$ cat src/ped_ram.sv
// Generic single-port-write, single-port-read RAM with registered read data.
module ped_ram #(
   parameter int WIDTH = 8,
   parameter int DEPTH = 16
) (
   input  logic                     clock,
   input  logic                     wr_en,
   input  logic [$clog2(DEPTH)-1:0] wr_addr,
   input  logic [WIDTH-1:0]         wr_data,
   input  logic                     rd_en,
   input  logic [$clog2(DEPTH)-1:0] rd_addr,
   output logic [WIDTH-1:0]         rd_data
);

   logic [WIDTH-1:0] mem [DEPTH];
   logic [WIDTH-1:0] rd_data_ff;

   always_ff @(posedge clock) begin
      if (wr_en) begin
         mem[wr_addr] <= wr_data;
      end
      if (rd_en) begin
         rd_data_ff <= mem[rd_addr];
      end
   end

   assign rd_data = rd_data_ff;

endmodule

$ cat config.mk
export PLATFORM = sky130hd
export DESIGN_NAME = ped_ram
export DESIGN_NICKNAME = d
export VERILOG_FILES = /design/src/ped_ram.sv
export SDC_FILE = /design/constraint.sdc
export NUM_CORES = 1
export LEC_CHECK = 0
export ABC_AREA = 1
export BUFFER_PORTS_ARGS = -buffer_cell sky130_fd_sc_hd__buf_2
export CORE_UTILIZATION = 35
export CTS_CLUSTER_SIZE = 12
export DETAILED_ROUTE_END_ITERATION = 8
export GPL_TIMING_DRIVEN = 0
export PLACE_DENSITY = 0.54
export SLEW_MARGIN = 40
export SYNTH_ARGS = -nofsm -noshare
export SYNTH_HDL_FRONTEND = slang
export SYNTH_SLANG_ARGS = --single-unit
$ cat constraint.sdc
create_clock -name clock -period 3.7 [get_ports clock]
set_clock_uncertainty 0.15 [all_clocks]
set_input_delay 0.555 -clock clock [delete_from_list [all_inputs] [get_ports clock]]
set_output_delay 0.555 -clock clock [all_outputs]
set_load 0.02 [all_outputs]
=== After elaboration in Yosys (flattened, before gate mapping) ===
Memories as Yosys holds them, arrays and structs flattened. A register that Yosys moved wholly into a read port is not among the register bits.
Index checks and enable logic that the tools add are counted.

* Register bits: 0
* Memory bits (writable): 128
* Bits of input ports: 19
* Logic and storage cells: 3
* Memories: 1

* Mux-type cells: 2

{| class="wikitable"
|+ Memories
! name !! depth !! width !! rd ports !! clocked after Yosys merged registers in !! write ports !! line !! text
|-
| mem || 16 || 8 || 1 || 1 || 1 || 15 || <nowiki>logic [WIDTH-1:0] mem [DEPTH];</nowiki>
|}

{| class="wikitable"
|+ Operators with widths
! cell !! number
|-
| $mux 1 || 2
|}

=== Depth between registers and ports, before layout ===
* Depth in word-level cells: 2
* Gate-level depth with buffers: 8
* Depth with buffers taken out: 7

=== Least setup slack after synthesis ===
OpenSTA, ideal clock, no wires.

* Path type: input port to flip-flop
* From: in wr_addr[2]
* To: mem mem[10][0], enable pin
* Arrival time: 1.136 ns
* Required time: 3.180 ns
* Path slack: 2.044 ns
* Stages on the path: 2
* Path buffers: 0
* Path through: nand3b_1 nor2_1

{| class="wikitable"
|+ RTL lines
! element !! line !! text
|-
| from (decl) || 8 || <nowiki>input logic [$clog2(DEPTH)-1:0] wr_addr,</nowiki>
|-
| to (decl) || 15 ||
|}

No word-level cell before the write port.

=== Final worst setup path ===
* From: reg rd_data_ff[0], in the netlist rd_data[0] (read register of mem)
* To: out rd_data[0]

{| class="wikitable"
|+ RTL lines
! element !! line !! text
|-
| from (decl) || 16 || <nowiki>logic [WIDTH-1:0] rd_data_ff;</nowiki>
|-
| to (decl) || 12 || <nowiki>output logic [WIDTH-1:0] rd_data</nowiki>
|}

No word-level cell between the ends.

==> impl_metrics.json <==
{
  "dr_wl_met3_um": 819,
  "fin_area_um2": 6730,
  "p_per_area_nw_per_um2": 502,
  "multi_input_area_um2": 1240,
  "detail_route.first_pass.iterations": 5,
  "die_x_um": 131,
  "timing.rr.end": "rd_data[1]",
  "io_buffer_count": 23,
  "post-route-drc-count": 0,
  "path_buf_inv": 1,
  "relSlewSlack": 0.497,
  "clk_pin_slew_ns": 0.05,
  "worst-path-stages": 1,
  "area_growth_pct": 15.1,
  "grt_max_degree": 17,
  "status": "finished clean",
  "ys_warn_count": 0,
  "p_leak_nw": 2.86,
  "avgViaCountPerCell": 4.71,
  "grt_overflow": 0,
  "final.min_clock_period_ns": 1.67,
  "hp-class": "in2reg",
  "wire_per_inst_um": 17.5,
  "worstHoldStart": "rd_en",
  "dpl_worst_slack_ns": 1.55,
  "ir_drop_uv": 323,
  "die_height_um": 131,
  "layout.nets": 612,
  "worstPathRequired_ns": 2.99,
  "dr_wl_met2_um": 6680,
  "fp.dieArea_um2": 17200,
  "ys_types": 11,
  "antenna_cells": 0,
  "reg2reg_from": "mem[0][1]",
  "highest_layer": "met4",
  "wl_met1_um": 6510,
  "maxCapViolCount": 0,
  "insertion_delay_ns": 0.42,
  "cts_buffers": 17,
  "cts_setup_buffers": 0,
  "antenna_found_initial": 0,
  "critPathLaunch": "rd_data[0]",
  "min_period_over_period": 0.450,
  "syn_inst": 551,
  "grtUsageTotal": 0.176,
  "power.total_w": 0.00338,
  "crit_path_end_kind": "output port",
  "max_slew.worst_pin.slew_ns": 0.752,
  "fmax_mhz": 600,
  "pin_count": 27,
  "cts_tree": "yes",
  "drv_slew": 0,
  "finalWorstSetupSlack_ns": 2.03,
  "arrival_ns": 0.96,
  "postRouteAntennaNets": 0,
  "place.gp.congestion": 0.818,
  "wl_um": 14300,
  "rsz0062_at_grt": "no",
  "setup_viol": 0,
  "reg2reg_depth": 6,
  "dr.first_iter.drc_count": 390,
  "grt_pass1_wl_um": 22000,
  "htreeDepth": 4,
  "tns_ns": 0,
  "num_vias": 3859,
  "ys_seq_elements": 136,
  "path_delay_family": "flip-flops",
  "cp-endpoint": "rd_data[0]",
  "ff_latch_area_um2": 4080,
  "core_um2": 16100,
  "hpwl_um": 9460,
  "synthesis.area_um2": 5850,
  "worstPathMaxFanout": 1,
  "initial_core_util": 0.363,
  "hold_viol": 0,
  "critPathMaxStageDelay_ns": 0.37,
  "grt_pass1_vias": 3839,
  "dpl_cell_area_um2": 6250,
  "cts-hold-fix-buffers": 0,
  "drive_gt1_frac": 0.129,
  "cts_sinks": 136,
  "rows": 46,
  "clk_path_buf_depth": 2,
  "fillers": 1587,
  "postSynthAreaPerCell_um2": 10.6,
  "cp_cell_sequence": "buf_2",
  "startpoint_type": "flip-flop",
  "worstSetupPathType": "reg2out",
  "cp_slowest_cell": "edfxtp_1",
  "r2r_setup_slack_ns": 2.38,
  "synth_seq_area_share": 0.698,
  "synthesis.nets": 570,
  "root_buffer": "clkbuf_16",
  "cts_resized": 0
}
==> cells in the final DEF (no fill, tap or decap) <==
cell,synthesis,layout
nand2_1,173,173
edfxtp_1,136,136
inv_1,100,100
nand3_1,97,97
buf_2,13,36
clkbuf_16,0,17
nor2_2,0,9
nor2_1,17,8
buf_6,6,6
buf_4,4,4
clkbuf_1,0,4
clkinv_1,0,4
clkinv_2,0,4
inv_2,2,2
nand3b_1,2,2
buf_1,1,1
==> power breakdown <==
part,leakage [nW],internal (W),switching (W)
Sequential,1.24,0.00174,0.00000820
Combinational,1.39,0.0000651,0.000167
Clock,0.236,0.000826,0.000573
Total,2.86,0.00263,0.000748
==> kinds of logic after synthesis <==
| family | share of synthesized area |
|---|---|
| buffers and inverters | 0.0939 |
| and+or+nand+nor | 0.208 |
| DFF | 0.698 |
==> per-layer routing <==
layer  vias to the layer above  global-route usage
met5                         -                   0
met4                         0              0.0795
met3                        19              0.0405
met2                       153               0.273
met1                      1821               0.236
li1                       1866                   -
==> cells in the mapped netlist <==
master | count | area share
nand2_1 | 173 | 0.11
edfxtp_1 | 136 | 0.70
inv_1 | 100 | 0.064
nand3_1 | 97 | 0.083
nor2_1 | 17 | 0.011
buf_2 | 13 | 0.011
buf_6 | 6 | 0.012
buf_4 | 4 | 0.0051
inv_2 | 2 | 0.0013
nand3b_1 | 2 | 0.0026
buf_1 | 1 | 0.00064
==> stage by stage <==
stage                     cells   util  hold slack [ns]
after floorplan             551      -            0.504
after global placement      790  0.387            0.601
after detailed placement    790  0.388            0.615
after CTS                   819  0.417            0.329
after global routing        819  0.418            0.336
final                       819  0.418            0.339
==> how the worst min path moves through the flow <==
stage / endpoint / slack [ns] / depth (start not counted)
after detailed placement: rd_data[5] / 0.62 / 6
final: rd_data[4] / 0.34 / 1
after CTS: rd_data[6] / 0.33 / 1
after floorplan: mem[0][0] / 0.50 / 0
after global routing: rd_data[6] / 0.34 / 1
after global placement: rd_data[5] / 0.60 / 6
==> registers in the layout, summed over array words and instances (netlist names) <==
register  cells
mem         128
rd_data       8
==> layout make-up <==
cell class	instances	area share
sequential	136	0.607
tap	216	0.0402
clock inverter	8	0.00521
clock buffer	21	0.0654
multi-input combinational	289	0.184
buffer	24	0.0247
timing repair buffer	23	0.0171
inverter	102	0.0569
(Power assumes the default switching activity.)
