## config.mk

```make
export PLATFORM = sky130hd
export DESIGN_NAME = ped_isqrt
export DESIGN_NICKNAME = d
export VERILOG_FILES = /design/src/ped_pkg.sv /design/src/ped_isqrt.sv
export SDC_FILE = /design/constraint.sdc
export NUM_CORES = 2
export LEC_CHECK = 0
export ABC_CLOCK_PERIOD_IN_PS = 5350
export BUFFER_PORTS_ARGS = -buffer_cell sky130_fd_sc_hd__buf_2
export CAP_MARGIN = 20
export CORE_MARGIN = 2
export CORE_UTILIZATION = 62
export DETAILED_ROUTE_END_ITERATION = 8
export HOLD_SLACK_MARGIN = 0.12
export PLACE_DENSITY = 0.82
export REMOVE_ABC_BUFFERS = 1
export SLEW_MARGIN = 5
export SYNTH_ARGS = -nofsm -noshare
export SYNTH_HDL_FRONTEND = slang
export SYNTH_SLANG_ARGS = --single-unit
```

## constraint.sdc

```tcl
create_clock -name clock -period 5.35 [get_ports clock]
set_input_delay 1.07 -clock clock [delete_from_list [all_inputs] [get_ports clock]]
set_output_delay 1.07 -clock clock [all_outputs]
set_load 0.02 [all_outputs]
```

## src/ped_pkg.sv

```systemverilog
// Shared constants and types for the pairwise Euclidean distance unit.
package ped_pkg;

   localparam int MAX_VERTICES = 64;
   localparam int IDX_W        = $clog2(MAX_VERTICES);
   localparam int CNT_W        = $clog2(MAX_VERTICES + 1);
   localparam int COORD_W      = 24;
   localparam int DIFF_W       = COORD_W;
   localparam int SQ_W         = 2 * DIFF_W;
   localparam int RAD_W        = SQ_W + 2;
   localparam int ROOT_W       = RAD_W / 2;
   localparam int REM_W        = ROOT_W + 1;
   localparam int OUT_IDX_W    = 6;
   localparam int DIST_W       = 25;
   localparam int REQ_DATA_W   = 48;
   localparam int RSP_DATA_W   = 40;

   typedef enum logic [0:0] {
      ST_IDLE,
      ST_SCAN
   } ped_state_type;

   typedef struct packed {
      logic signed [COORD_W-1:0] y;
      logic signed [COORD_W-1:0] x;
   } ped_point_type;

   typedef struct packed {
      logic [OUT_IDX_W-1:0] earlier_index;
      logic [OUT_IDX_W-1:0] new_index;
      logic                 last;
   } ped_tag_type;

endpackage

```

## src/ped_isqrt.sv

```systemverilog
// Pipelined floor square root, one result bit per stage.
module ped_isqrt (
   input  logic                        clock,
   input  logic                        reset,
   input  logic                        adv,
   input  logic                        in_valid,
   input  logic [ped_pkg::RAD_W-1:0]   in_rad,
   input  ped_pkg::ped_tag_type        in_tag,
   output logic                        out_valid,
   output logic [ped_pkg::ROOT_W-1:0]  out_root,
   output ped_pkg::ped_tag_type        out_tag
);
   import ped_pkg::*;

   logic                vld_w  [ROOT_W];
   logic [RAD_W-1:0]    rad_w  [ROOT_W];
   logic [REM_W-1:0]    rem_w  [ROOT_W];
   logic [ROOT_W-1:0]   root_w [ROOT_W];
   ped_tag_type         tag_w  [ROOT_W];

   logic                vld_ff  [ROOT_W];
   logic [RAD_W-1:0]    rad_ff  [ROOT_W];
   logic [REM_W-1:0]    rem_ff  [ROOT_W];
   logic [ROOT_W-1:0]   root_ff [ROOT_W];
   ped_tag_type         tag_ff  [ROOT_W];

   assign vld_w[0]  = in_valid;
   assign rad_w[0]  = in_rad;
   assign rem_w[0]  = '0;
   assign root_w[0] = '0;
   assign tag_w[0]  = in_tag;

   for (genvar k = 0; k < ROOT_W; k++) begin : g_stage
      logic [REM_W+1:0] trial;
      logic [REM_W+1:0] test;
      logic             ge;

      // bring down the next two radicand bits and try the next root bit
      assign trial = {rem_w[k], rad_w[k][RAD_W-1 -: 2]};
      assign test  = {1'b0, root_w[k], 2'b01};
      assign ge    = (trial >= test);

      always_ff @(posedge clock) begin
         if (reset) begin
            vld_ff[k] <= 1'b0;
         end else if (adv) begin
            vld_ff[k] <= vld_w[k];
         end
         if (adv) begin
            rad_ff[k]  <= rad_w[k] << 2;
            rem_ff[k]  <= ge ? REM_W'(trial - test) : REM_W'(trial);
            root_ff[k] <= {root_w[k][ROOT_W-2:0], ge};
            tag_ff[k]  <= tag_w[k];
         end
      end

      if (k < ROOT_W - 1) begin : g_link
         assign vld_w[k+1]  = vld_ff[k];
         assign rad_w[k+1]  = rad_ff[k];
         assign rem_w[k+1]  = rem_ff[k];
         assign root_w[k+1] = root_ff[k];
         assign tag_w[k+1]  = tag_ff[k];
      end
   end

   assign out_valid = vld_ff[ROOT_W-1];
   assign out_root  = root_ff[ROOT_W-1];
   assign out_tag   = tag_ff[ROOT_W-1];

endmodule

```

Word-level counts from Yosys, hierarchy flattened
Memories as Yosys holds them, arrays and structs flattened.
Index checks and enable logic that the tools add are counted.
W data, S select, Z words.
- add/sub/neg operators: 25
- order comparisons: 25
- multiplexer cells: 56
- bitwise logic cells: 25
- operators by type and width (operator ; count):
    $ge A28 B27 Y1 ; 24
    $mux W26 ; 25
    $sub A26 B26 Y26 ; 24
    $mux W1 ; 31
    $or A1 B1 Y1 ; 25
    $sub A2 B1 Y3 const B ; 1
    $ge A2 B1 Y1 const B ; 1
- bits in registers: 0
- memory bits (writable): 2825
- bits of input ports: 67
- output and inout port bits: 39
- memories: 5
- memory list (name ; words ; bits a word ; rd ports ; clocked after memory_dff ; write ports ; RTL line ; RTL):
    rad_ff ; 25 ; 48 ; 24 ; 0 ; 25 ; ped_isqrt.sv:22 ; logic [RAD_W-1:0] rad_ff [ROOT_W];
    rem_ff ; 25 ; 26 ; 24 ; 0 ; 25 ; ped_isqrt.sv:23 ; logic [REM_W-1:0] rem_ff [ROOT_W];
    root_ff ; 25 ; 25 ; 25 ; 0 ; 25 ; ped_isqrt.sv:24 ; logic [ROOT_W-1:0] root_ff [ROOT_W];
    tag_ff ; 25 ; 13 ; 25 ; 0 ; 25 ; ped_isqrt.sv:25 ; ped_tag_type tag_ff [ROOT_W];
    vld_ff ; 25 ; 1 ; 25 ; 0 ; 25 ; ped_isqrt.sv:21 ; logic vld_ff [ROOT_W];

Logic depth before layout (Yosys ltp)
- depth in word-level cells: 4
- mapped depth: 14

Worst setup path after synthesis
OpenSTA, ideal clock, no wires.
- path type: reg-to-reg
- start: memory rem_ff[2][104] in the netlist's numbering
- end: memory rem_ff[2][146] in the netlist's numbering, data pin
- library setup time: 260 ps
- arrival: 2846 ps
- data required time: 5090 ps
- slack: 2244 ps
- cell stages (with the launch flop): 12
- buffers on the path: 1
- period minus slack after synthesis: 3106 ps
- path through: edfxtp_1 -> ha_1 -> nor2b_1 -> o31a_1 -> o31a_1 -> o21a_1 -> o31ai_1 -> o21ai_1 -> o21ai_1 -> nand2_1 -> buf_2 -> mux2_2
- RTL lines (what ; RTL line):
    from (decl) ; ped_isqrt.sv:23

==> metrics.txt <==
fin crit share 73.6%; CTS clk-pin slew, worst paths 60 ps; fin area between 80000 and 90000 um^2; Sequential Power Share 51.3%; TritonCTS clock tree yes; Power Dens Cells 414 nW/um^2; Critical Path Source Type register; outcome finished clean; Overflow after GRT 0; Layout area overhead 10.6%; Top FF cell, synth edfxtp_1; Crit Path Max Fanout 18; Tmin final 3940 ps; share of layout cells above drive strength 1 8.65%; WL final ~140 mm; fill count 8560; setup TNS 0 ps; gpl congestion 0.949; Leakage 0.0340 uW; vias in the first global route 43900; commonest cells after routing, fill and taps aside edfxtp_1, inv_1, nand2_1; CTS-repair resized insts 0; # DRC 0; pin slew with the least headroom to its limit ~1200 ps; WS Path Type reg -> reg; Seq/Total Area, Yosys 69.3%; Logic pwr share 15.2%; Initial DRC Count 3684; clk_lat worst skew 790 ps; die width 365 um; Power Internal ~27000 uW; relative slew slack 22.0%; final setup fails 0; DP HPWL 93.2 mm; root buf cell clkbuf_16; Final #Nets 6354; Yosys top cell by area edfxtp_1; Clock Skews 53.2 ps; Ports 106; area of the multi-input gates 22800 um^2; RSZ-0062 raised after global routing false; Synth Area per Inst between 10 and 15 um^2; FMAX 254 MHz; IR drop worst, VDD between 300 and 400 uV; clock buffer count from CTS 182; Final Slew Violations 0; Setup crit end kind register; Fin. Hold Viols 0; DIE AREA 133000 um^2; Sw Ratio 25.7%; Avg WL per Cell 17.7 um; largest cells by area after synthesis edfxtp_1, ha_1, xor2_1; first-pass GRT wire length 222 mm; Vias/cell 5.74; Seq cells post-synth 1864; drt first pass iters 6; largest net degree at the start of global routing 199; Global Route Usage Sum 20.9%; final worst slack about 1400 ps; number of flops mapped to enable cells by yosys 1864; Post-CTS Setup Repair Bufs 0; clk sink count 1864; row count 132; Initial Utilization 62.4%; maxcap violations 0; Die H 365 um; initial antenna violation count 2; Worst Path Required 5880 ps; most common cell after layout, fill and taps aside edfxtp_1; total number of vias ~45000; final core utilization a little under 70%; CTS Hold Bufs 0; H-tree lvl count 4; Netlist Area Pre-Place 80800 um^2; port bufs 105; pre-CTS setup slack 1150 ps; Mapped Cells around 5700; worst hold-check path type reg -> reg; Clk pwr share 33.5%; top-area cell type share of the netlist area 69.3%; Net Switching 9490 uW; Yosys cell types 88; DP Area approximately 83000 um^2; synthesis warning total 0; Sequential Area 56000 um^2; post-route ant nets 0; clock buffer depth 3; total core area 129000 um^2; CP arrival about 4500 ps; ys async rst share 0%
## sequential cells by signal (all words and copies together), names as in the netlist
name,cells
tag_ff,325
vld_ff,25
rad_ff,600
root_ff,325
rem_ff,589
## stage by stage
step / hold slack [ps] / cells / power, uW
after floorplan: 400 / 5612 / 23000
after global placement: 400 / 7490 / 24500
after detailed placement: 405 / 7490 / 24700
after CTS: 376 / 7819 / 37200
after global routing: 392 / 7822 / 38600
final: 409 / 7823 / 37000
## synthesized netlist by cell type (56+ instances only)
cell         n
a21o_1     129
a21oi_1    315
clkbuf_1    68
edfxtp_1  1864
ha_1       352
inv_1      429
mux2_2      66
nand2_1    380
nand2b_1    66
nand3_1     80
nor2_1     302
nor2b_1     56
nor3_1     115
nor4_1      76
o21a_1      77
o21ai_0    265
xnor2_1    221
xor2_1     246
## power by group through the flow
stage	combinational, uW	sequential, uW	clock, uW
6_report	5630	18900	12400
4_1_cts	5560	18900	12700
3_5_place_dp	5500	19200	0
3_3_place_gp	5290	19200	0
5_1_grt	6270	19100	13200
2_1_floorplan	4120	18900	0
## worst paths after layout
check	depth (start not counted)	slack (ps)	to	from
setup / recovery	11	1410	rem_ff[2][132]$_DFFE_PP_	rem_ff[2][104]$_DFFE_PP_
hold / removal	0	410	rad_ff[0][111]$_DFFE_PP_	rad_ff[0][61]$_DFFE_PP_
setup reg to reg	11	1410	rem_ff[2][132]$_DFFE_PP_	rem_ff[2][104]$_DFFE_PP_
hold reg to reg	0	410	rad_ff[0][111]$_DFFE_PP_	rad_ff[0][61]$_DFFE_PP_
## routing by layer
layer | up-vias | part of all wire [%] | track usage [%]
li1 | 21700 | - | -
met1 | 21600 | 41 | 26.4
met2 | 1276 | 50 | 35.9
met3 | 311 | 5.1 | 3.56
met4 | 2 | 3.5 | 8.42
met5 | - | 0.0094 | 0
## kinds of logic (layout without fill, tap and decap cells)
logic type,after synthesis,count (layout),share of synthesized area (%)
AOI/OAI and AO/OA,1041,1041,8.00
xor gates and xnor gates,467,467,5.06
adders and majority gates,352,352,5.45
buffers and inverters,533,898,2.57
DFF,1864,1864,69.3
muxes,77,77,1.06
other,1,2,0.00464
and+or+nand+nor,1380,1380,8.56
## worst max-delay path, cell delays in order, from the launching register on
cell and delay, ps:
edfxtp_1 390, ha_1 370, nor2b_1 170, o31a_1 280, o31a_1 270, o21a_1 210, o31ai_1 520, o21ai_1 300
o21ai_1 300, nand2_1 310, buf_16 280, mux2_2 280
## cell type report
cell class                      count  area share (%)
Inverter                          430            1.81
Timing Repair Buffer              139            1.08
Tap cell                         1742            2.44
Multi-Input combinational cell   3318            25.5
Clock buffer                      212            5.25
Antenna cell                        1         0.00280
Sequential cell                  1864            62.6
Clock inverter                    117            1.30
Power figures use the tool's default switching activity.
