--- config.mk ---
export PLATFORM = sky130hd
export DESIGN_NAME = ped_sqdist
export DESIGN_NICKNAME = d
export VERILOG_FILES = /design/src/ped_pkg.sv /design/src/ped_sqdist.sv
export SDC_FILE = /design/constraint.sdc
export NUM_CORES = 2
export LEC_CHECK = 0
export ABC_AREA = 1
export BUFFER_PORTS_ARGS = -buffer_cell sky130_fd_sc_hd__buf_2
export CELL_PAD_IN_SITES_DETAIL_PLACEMENT = 0
export CELL_PAD_IN_SITES_GLOBAL_PLACEMENT = 2
export CORE_ASPECT_RATIO = 2
export CORE_MARGIN = 8
export CORE_UTILIZATION = 43
export DETAILED_ROUTE_END_ITERATION = 8
export PLACE_DENSITY = 0.95
export SYNTH_ARGS = -nofsm -noshare
export SYNTH_HDL_FRONTEND = slang
export SYNTH_SLANG_ARGS = --single-unit
--- constraint.sdc ---
create_clock -name clock -period 10.7 [get_ports clock]
set_input_delay 1.07 -clock clock [delete_from_list [all_inputs] [get_ports clock]]
set_output_delay 1.07 -clock clock [all_outputs]
set_load 0.05 [all_outputs]
--- src/ped_pkg.sv ---
// Shared constants and types for the pairwise Euclidean distance unit.
package ped_pkg;

   localparam int MAX_VERTICES = 64;
   localparam int IDX_W        = $clog2(MAX_VERTICES);
   localparam int CNT_W        = $clog2(MAX_VERTICES + 1);
   localparam int COORD_W      = 24;
   localparam int DIFF_W       = COORD_W;
   localparam int SQ_W         = 2 * DIFF_W;
   localparam int RAD_W        = SQ_W + 2;
   localparam int ROOT_W       = RAD_W / 2;
   localparam int REM_W        = ROOT_W + 1;
   localparam int OUT_IDX_W    = 6;
   localparam int DIST_W       = 25;
   localparam int REQ_DATA_W   = 48;
   localparam int RSP_DATA_W   = 40;

   typedef enum logic [0:0] {
      ST_IDLE,
      ST_SCAN
   } ped_state_type;

   typedef struct packed {
      logic signed [COORD_W-1:0] y;
      logic signed [COORD_W-1:0] x;
   } ped_point_type;

   typedef struct packed {
      logic [OUT_IDX_W-1:0] earlier_index;
      logic [OUT_IDX_W-1:0] new_index;
      logic                 last;
   } ped_tag_type;

endpackage

--- src/ped_sqdist.sv ---
// Squared distance front end: absolute differences, squares, sum.
module ped_sqdist (
   input  logic                        clock,
   input  logic                        reset,
   input  logic                        adv,
   input  logic                        in_valid,
   input  ped_pkg::ped_point_type      stored_pt,
   input  ped_pkg::ped_point_type      cur_pt,
   input  ped_pkg::ped_tag_type        in_tag,
   output logic                        out_valid,
   output logic [ped_pkg::RAD_W-1:0]   out_rad,
   output ped_pkg::ped_tag_type        out_tag
);
   import ped_pkg::*;

   logic [COORD_W:0]   dx_s;
   logic [COORD_W:0]   dy_s;
   logic [DIFF_W-1:0]  dx_abs;
   logic [DIFF_W-1:0]  dy_abs;

   logic               v1_ff, v2_ff, v3_ff;
   ped_tag_type        t1_ff, t2_ff, t3_ff;
   logic [DIFF_W-1:0]  dx_ff, dy_ff;
   logic [SQ_W-1:0]    sqx_ff, sqy_ff;
   logic [RAD_W-1:0]   sum_ff;

   always_comb begin
      dx_s   = {stored_pt.x[COORD_W-1], stored_pt.x} - {cur_pt.x[COORD_W-1], cur_pt.x};
      dy_s   = {stored_pt.y[COORD_W-1], stored_pt.y} - {cur_pt.y[COORD_W-1], cur_pt.y};
      dx_abs = dx_s[COORD_W] ? DIFF_W'(-dx_s) : DIFF_W'(dx_s);
      dy_abs = dy_s[COORD_W] ? DIFF_W'(-dy_s) : DIFF_W'(dy_s);
   end

   always_ff @(posedge clock) begin
      if (reset) begin
         v1_ff <= 1'b0;
         v2_ff <= 1'b0;
         v3_ff <= 1'b0;
      end else if (adv) begin
         v1_ff <= in_valid;
         v2_ff <= v1_ff;
         v3_ff <= v2_ff;
      end
      if (adv) begin
         dx_ff  <= dx_abs;
         dy_ff  <= dy_abs;
         t1_ff  <= in_tag;
         sqx_ff <= SQ_W'(dx_ff) * SQ_W'(dx_ff);
         sqy_ff <= SQ_W'(dy_ff) * SQ_W'(dy_ff);
         t2_ff  <= t1_ff;
         sum_ff <= RAD_W'(sqx_ff) + RAD_W'(sqy_ff);
         t3_ff  <= t2_ff;
      end
   end

   assign out_valid = v3_ff;
   assign out_rad   = sum_ff;
   assign out_tag   = t3_ff;

endmodule

# After elaboration in Yosys (flattened, before gate mapping)

Cells that the tools add are included.

Flip-flop bits (word level): 236
Logic and storage cells: 26
Bits of input ports: 113

$add $sub $neg: 5
$mul: 2
Muxes and demuxes: 2

Operators by type and width:

| kind           | number |
|---|---|
| $mul 24x24->48 | 2 |
| $sub 24x24->25 | 2 |
| $add 48x48->49 | 1 |
| $mux 24        | 2 |
| $neg 24->24    | 2 |

# Logic depth before layout (Yosys ltp)

Depth after elaboration: 3
Gate-level depth with buffers: 30
Depth with buffers taken out: 29

# Worst setup path after synthesis

OpenSTA, ideal clock, no wires.

Kind: reg2reg
Start: reg dx_ff[2]
End: reg sqx_ff[45] (data pin)
Clock period less this slack: 6.281 ns
Required time: 10.442 ns
Setup slack: 4.419 ns
Arrival: 6.023 ns
Buffers on the path: 1
Stages on the path, launching flop included: 27
Path through: edfxtp_1 > clkbuf_1 > nand2_1 > fa_1 > inv_1 > fa_1 > inv_1 > fa_1 > inv_1 > fa_1 > inv_1 > fa_1 > inv_1 > fa_1 > inv_1 > fa_1 > inv_1 > ha_1 > a21o_1 > o21bai_1 > nand2_1 > nand2_1 > o21ai_0 > nand3_1 > nand2_1 > nand3b_1 > xor2_1

Cells in the longest elaborated chain, start to end: 1

RTL lines:

| item                     | RTL line         | RTL |
|---|---|---|
| start: declaration       | ped_sqdist.sv:23 | `logic [DIFF_W-1:0] dx_ff, dy_ff;` |
| start signal: assignment | ped_sqdist.sv:45 | `dx_ff <= dx_abs;` |
| $mul 24x24->48           | ped_sqdist.sv:48 | `sqx_ff <= SQ_W'(dx_ff) * SQ_W'(dx_ff);` |
| end signal: assignment   | ped_sqdist.sv:48 |  |
| end: declaration         | ped_sqdist.sv:24 | `logic [SQ_W-1:0] sqx_ff, sqy_ff;` |

Every way passes these cells.
A chain may end at the register's enable or synchronous reset.

# Final worst setup path

Start: reg dx_ff[4]
End: reg sqx_ff[45] (data pin)

The elaborated chain is that of the path after synthesis.

==> flow_summary_export.csv <==
group,metric,value,unit
layout,nFillCells,11300,
logic_synthesis,synthAdderAreaFrac,0.472,
status,status,"complete, no violations",
clocking,tritoncts,"yes",
timing,worstMarginPinSlew,1250,ps
global_route,grt_pass1_vias,42000,
clocking,cts_buffers,28,
worst_setup_path,startpoint,"dx_ff[4]",
die,core-area,0.111,mm2
routing,wl_per_cell,18.8,um
logic_synthesis,synth-edff-count,230,
worst_setup_path,worst_r2r_path_depth,23,
clocking,cts_max_level,1,
layout,syn_to_final_growth,7.56,%
logic_synthesis,synth-xor-area-share,0.0353,
timing,max_slew_margin,0.164,
worst_setup_path,endpoint,"sqx_ff[45]",
global_route,grt_use_total,0.231,
worst_setup_path,worstReg2RegEnd,"sqx_ff[45]",
clocking,cts_resized,0,
layout,layout-drive-gt1-share,0.0517,
die,dieArea,0.123,mm2
worst_setup_path,start_kind,"register",
global_route,grt_pass1_wl,220000,um
timing,min_period,7930,ps
timing,clock_skew,49.9,ps
global_route,antenna_found_initial,4,
placement,numPortBuffers,175,
logic_synthesis,synthArstFlopShare,0,
timing,rsz0062_at_grt,"false",
worst_setup_path,worstPathCellList,"nand2_1, inv_1, fa_1, fa_1, inv_1, fa_1, inv_1, fa_1, fa_1, fa_1, inv_1, fa_1, inv_1, ha_1, nand2_1, nor2_1, inv_1, nor4_1, o21ai_0, nand3_1, nand2_1, nand3b_1, xor2_1",
routing,vias,36900,
clocking,clk_latency,630,ps
logic_synthesis,yosys-mux-area-fraction,0,
logic_synthesis,ys_seq_elements,233,
die,start_util,0.432,
timing,setup-tns-final,0,ps
routing,routed_wl,140000,um
placement,gp_congestion,0.976,
global_route,grt-ovfl-total,0,
logic_synthesis,yosys-top-cells-area,"fa_1, edfxtp_1, inv_1, ha_1, nand2_1",
worst_setup_path,worstPathRequired,11070,ps
logic_synthesis,yosys_warnings,0,
logic_synthesis,avgSynthCellArea,8.27,um2
worst_setup_path,r2r_slack,2770,ps
global_route,grt_busiest_layer,"met2",
clocking,cts_hold_buf,0,
global_route,met3_usage,0.0164,
worst_setup_path,crit_type,"register to register",
placement,hpwl,121000,um
worst_setup_path,cpPeakStageDelay,1170,ps
timing,max_freq,0.126,GHz
timing,fin_crit_sh,0.741,
worst_setup_path,crit_arrival,8300,ps
global_route,use_met1,0.214,
routing,drt_iter0_drc,1588,
clocking,cts_buffer_depth,3,
worst_setup_path,cp_slowest_cell,"edfxtp_1",
logic_synthesis,synthCells,5785,
worst_setup_path,path_common_cell,"fa_1",
die,chipWidth,252,um
logic_synthesis,synth_top_area_share,0.353,
logic_synthesis,synth_nets,7197,
worst_setup_path,crit_fanout,24,
die,die_h,488,um
logic_synthesis,ys.flop_type,"edfxtp_1",
worst_setup_path,end_kind,"register",
clocking,cts_root_buf,"clkbuf_16",
timing,report.final.slew_viol_count,0,
logic_synthesis,synth-simple-area-share,0.145,
run,cap_viol_max_count,0,
routing,drc_errors,0,
worst_setup_path,r2r_start,"dx_ff[4]",
logic_synthesis,synth_top_family_by_area,"adder cells",
logic_synthesis,yosysUniqueCellTypes,47,
logic_synthesis,ys_seq_area_frac,0.146,
clocking,clock-sinks,233,
timing,finalHoldViolCount,0,
logic_synthesis,synth_area,0.0479,mm2
routing,firstDrtPassIters,8,
logic_synthesis,synth_compound_area_frac,0.0549,
routing,ant_nets,0,
layout,layout_common_cells,"inv_1, nand2_1, fa_1",
timing,setup_violations,0,
routing,vias_per_cell,4.96,
die,fp-row-count,173,
die,io_pins,177,
layout,final_nets,7343,
worst_hold_path,hold_path_class,"register to register",
layout,layout_commonest_cell,"inv_1",
clocking,clk_pin_slew,70,ps
clocking,post_cts_buffers,0,
global_route,grt_max_degree,94,
global_route,met2_usage,0.477,
logic_synthesis,synth_top_cell_by_area,"fa_1",
[metal layers]
layer / routed length [um] / vias up
li1: - / 17400
met2: 81000 / 897
met5: 13 / -
met1: 45000 / 18200
met4: 9940 / 2
met3: 3810 / 453
[synthesized netlist by cell type (3+ instances only)]
cell      number
a21boi_0       3
a21o_1        23
a21oi_1      230
a31oi_1       35
and3_1         4
clkbuf_1     102
dfxtp_1        3
edfxtp_1     230
fa_1         845
ha_1         454
inv_1       1758
nand2_1     1189
nand2_2        9
nand3_1      129
nand3_2        6
nand3b_1      17
nand4_1       30
nor2_1       282
nor2_2        11
nor3_1        20
nor4_1        15
o211ai_1       6
o21a_1        17
o21ai_0      119
o21ai_1        9
o21bai_1      16
o221ai_1       4
or2_2          4
xnor2_1       77
xor2_1       113
[critical path, delay by kind of cell, from the launching register on]
kind | cells | cell delay, ps
AO/OA/AOI/OAI | 1 | 370
XOR/XNOR | 1 | 70
adder cells (fa/ha/maj) | 8 | 3890
buffers and inverters | 6 | 450
flip-flops | 1 | 1170
AND/OR/NAND/NOR | 7 | 1690
[through the flow]
stage	hold WS, ps	cell area (um2)	util	std cells	setup WS [ps]
global placement	400	50600	0.456	7388	2840
finish	411	51500	0.465	7441	2770
detailed placement	405	50600	0.456	7388	2760
floorplan	400	47900	-	5785	4420
global route	424	51500	0.465	7441	2450
CTS	411	51500	0.464	7440	2730
[registers in the layout, indices dropped and copies added, names as in the netlist]
| signal | flops |
|---|---|
| out_valid | 1 |
| v2_ff | 1 |
| sqy_ff | 47 |
| t1_ff | 13 |
| out_tag | 13 |
| out_rad | 49 |
| dx_ff | 24 |
| v1_ff | 1 |
| t2_ff | 13 |
| sqx_ff | 47 |
| dy_ff | 24 |
[worst min path at each step]
stage                  to  slack, ps  cells past startpoint  startpoint
6_report        t2_ff[10]        410                      0   t1_ff[10]
3_5_place_dp     t2_ff[0]        400                      0    t1_ff[0]
3_3_place_gp     t2_ff[2]        400                      0    t1_ff[2]
4_1_cts         t2_ff[10]        410                      0   t1_ff[10]
5_1_grt         t2_ff[10]        420                      0   t1_ff[10]
2_1_floorplan  out_tag[0]        400                      0    t2_ff[0]
[logic make-up (layout without fill, tap and decap cells)]
| kind of cell | after synthesis | count (layout) |
|---|---|---|
| buf+inv | 1868 | 2036 |
| simple gates | 1720 | 1720 |
| fa+ha+maj | 1299 | 1299 |
| compound gates | 473 | 473 |
| flops | 233 | 233 |
| xor+xnor | 191 | 191 |
| other cells | 1 | 2 |
[cell type report]
class,count,area [um2],area share
Multi-Input combinational cell,3684,33900,0.658
Sequential cell,233,6970,0.135
Inverter,1761,6610,0.128
Tap cell,1487,1860,0.0361
Timing Repair Buffer,223,1250,0.0242
Clock buffer,32,716,0.0139
Clock inverter,20,211,0.00411
Antenna cell,1,2.50,0.0000486
Power is left out: the tool's default activity adds up to more than one toggle a clock period on the data nets, which glitch-free logic cannot reach.
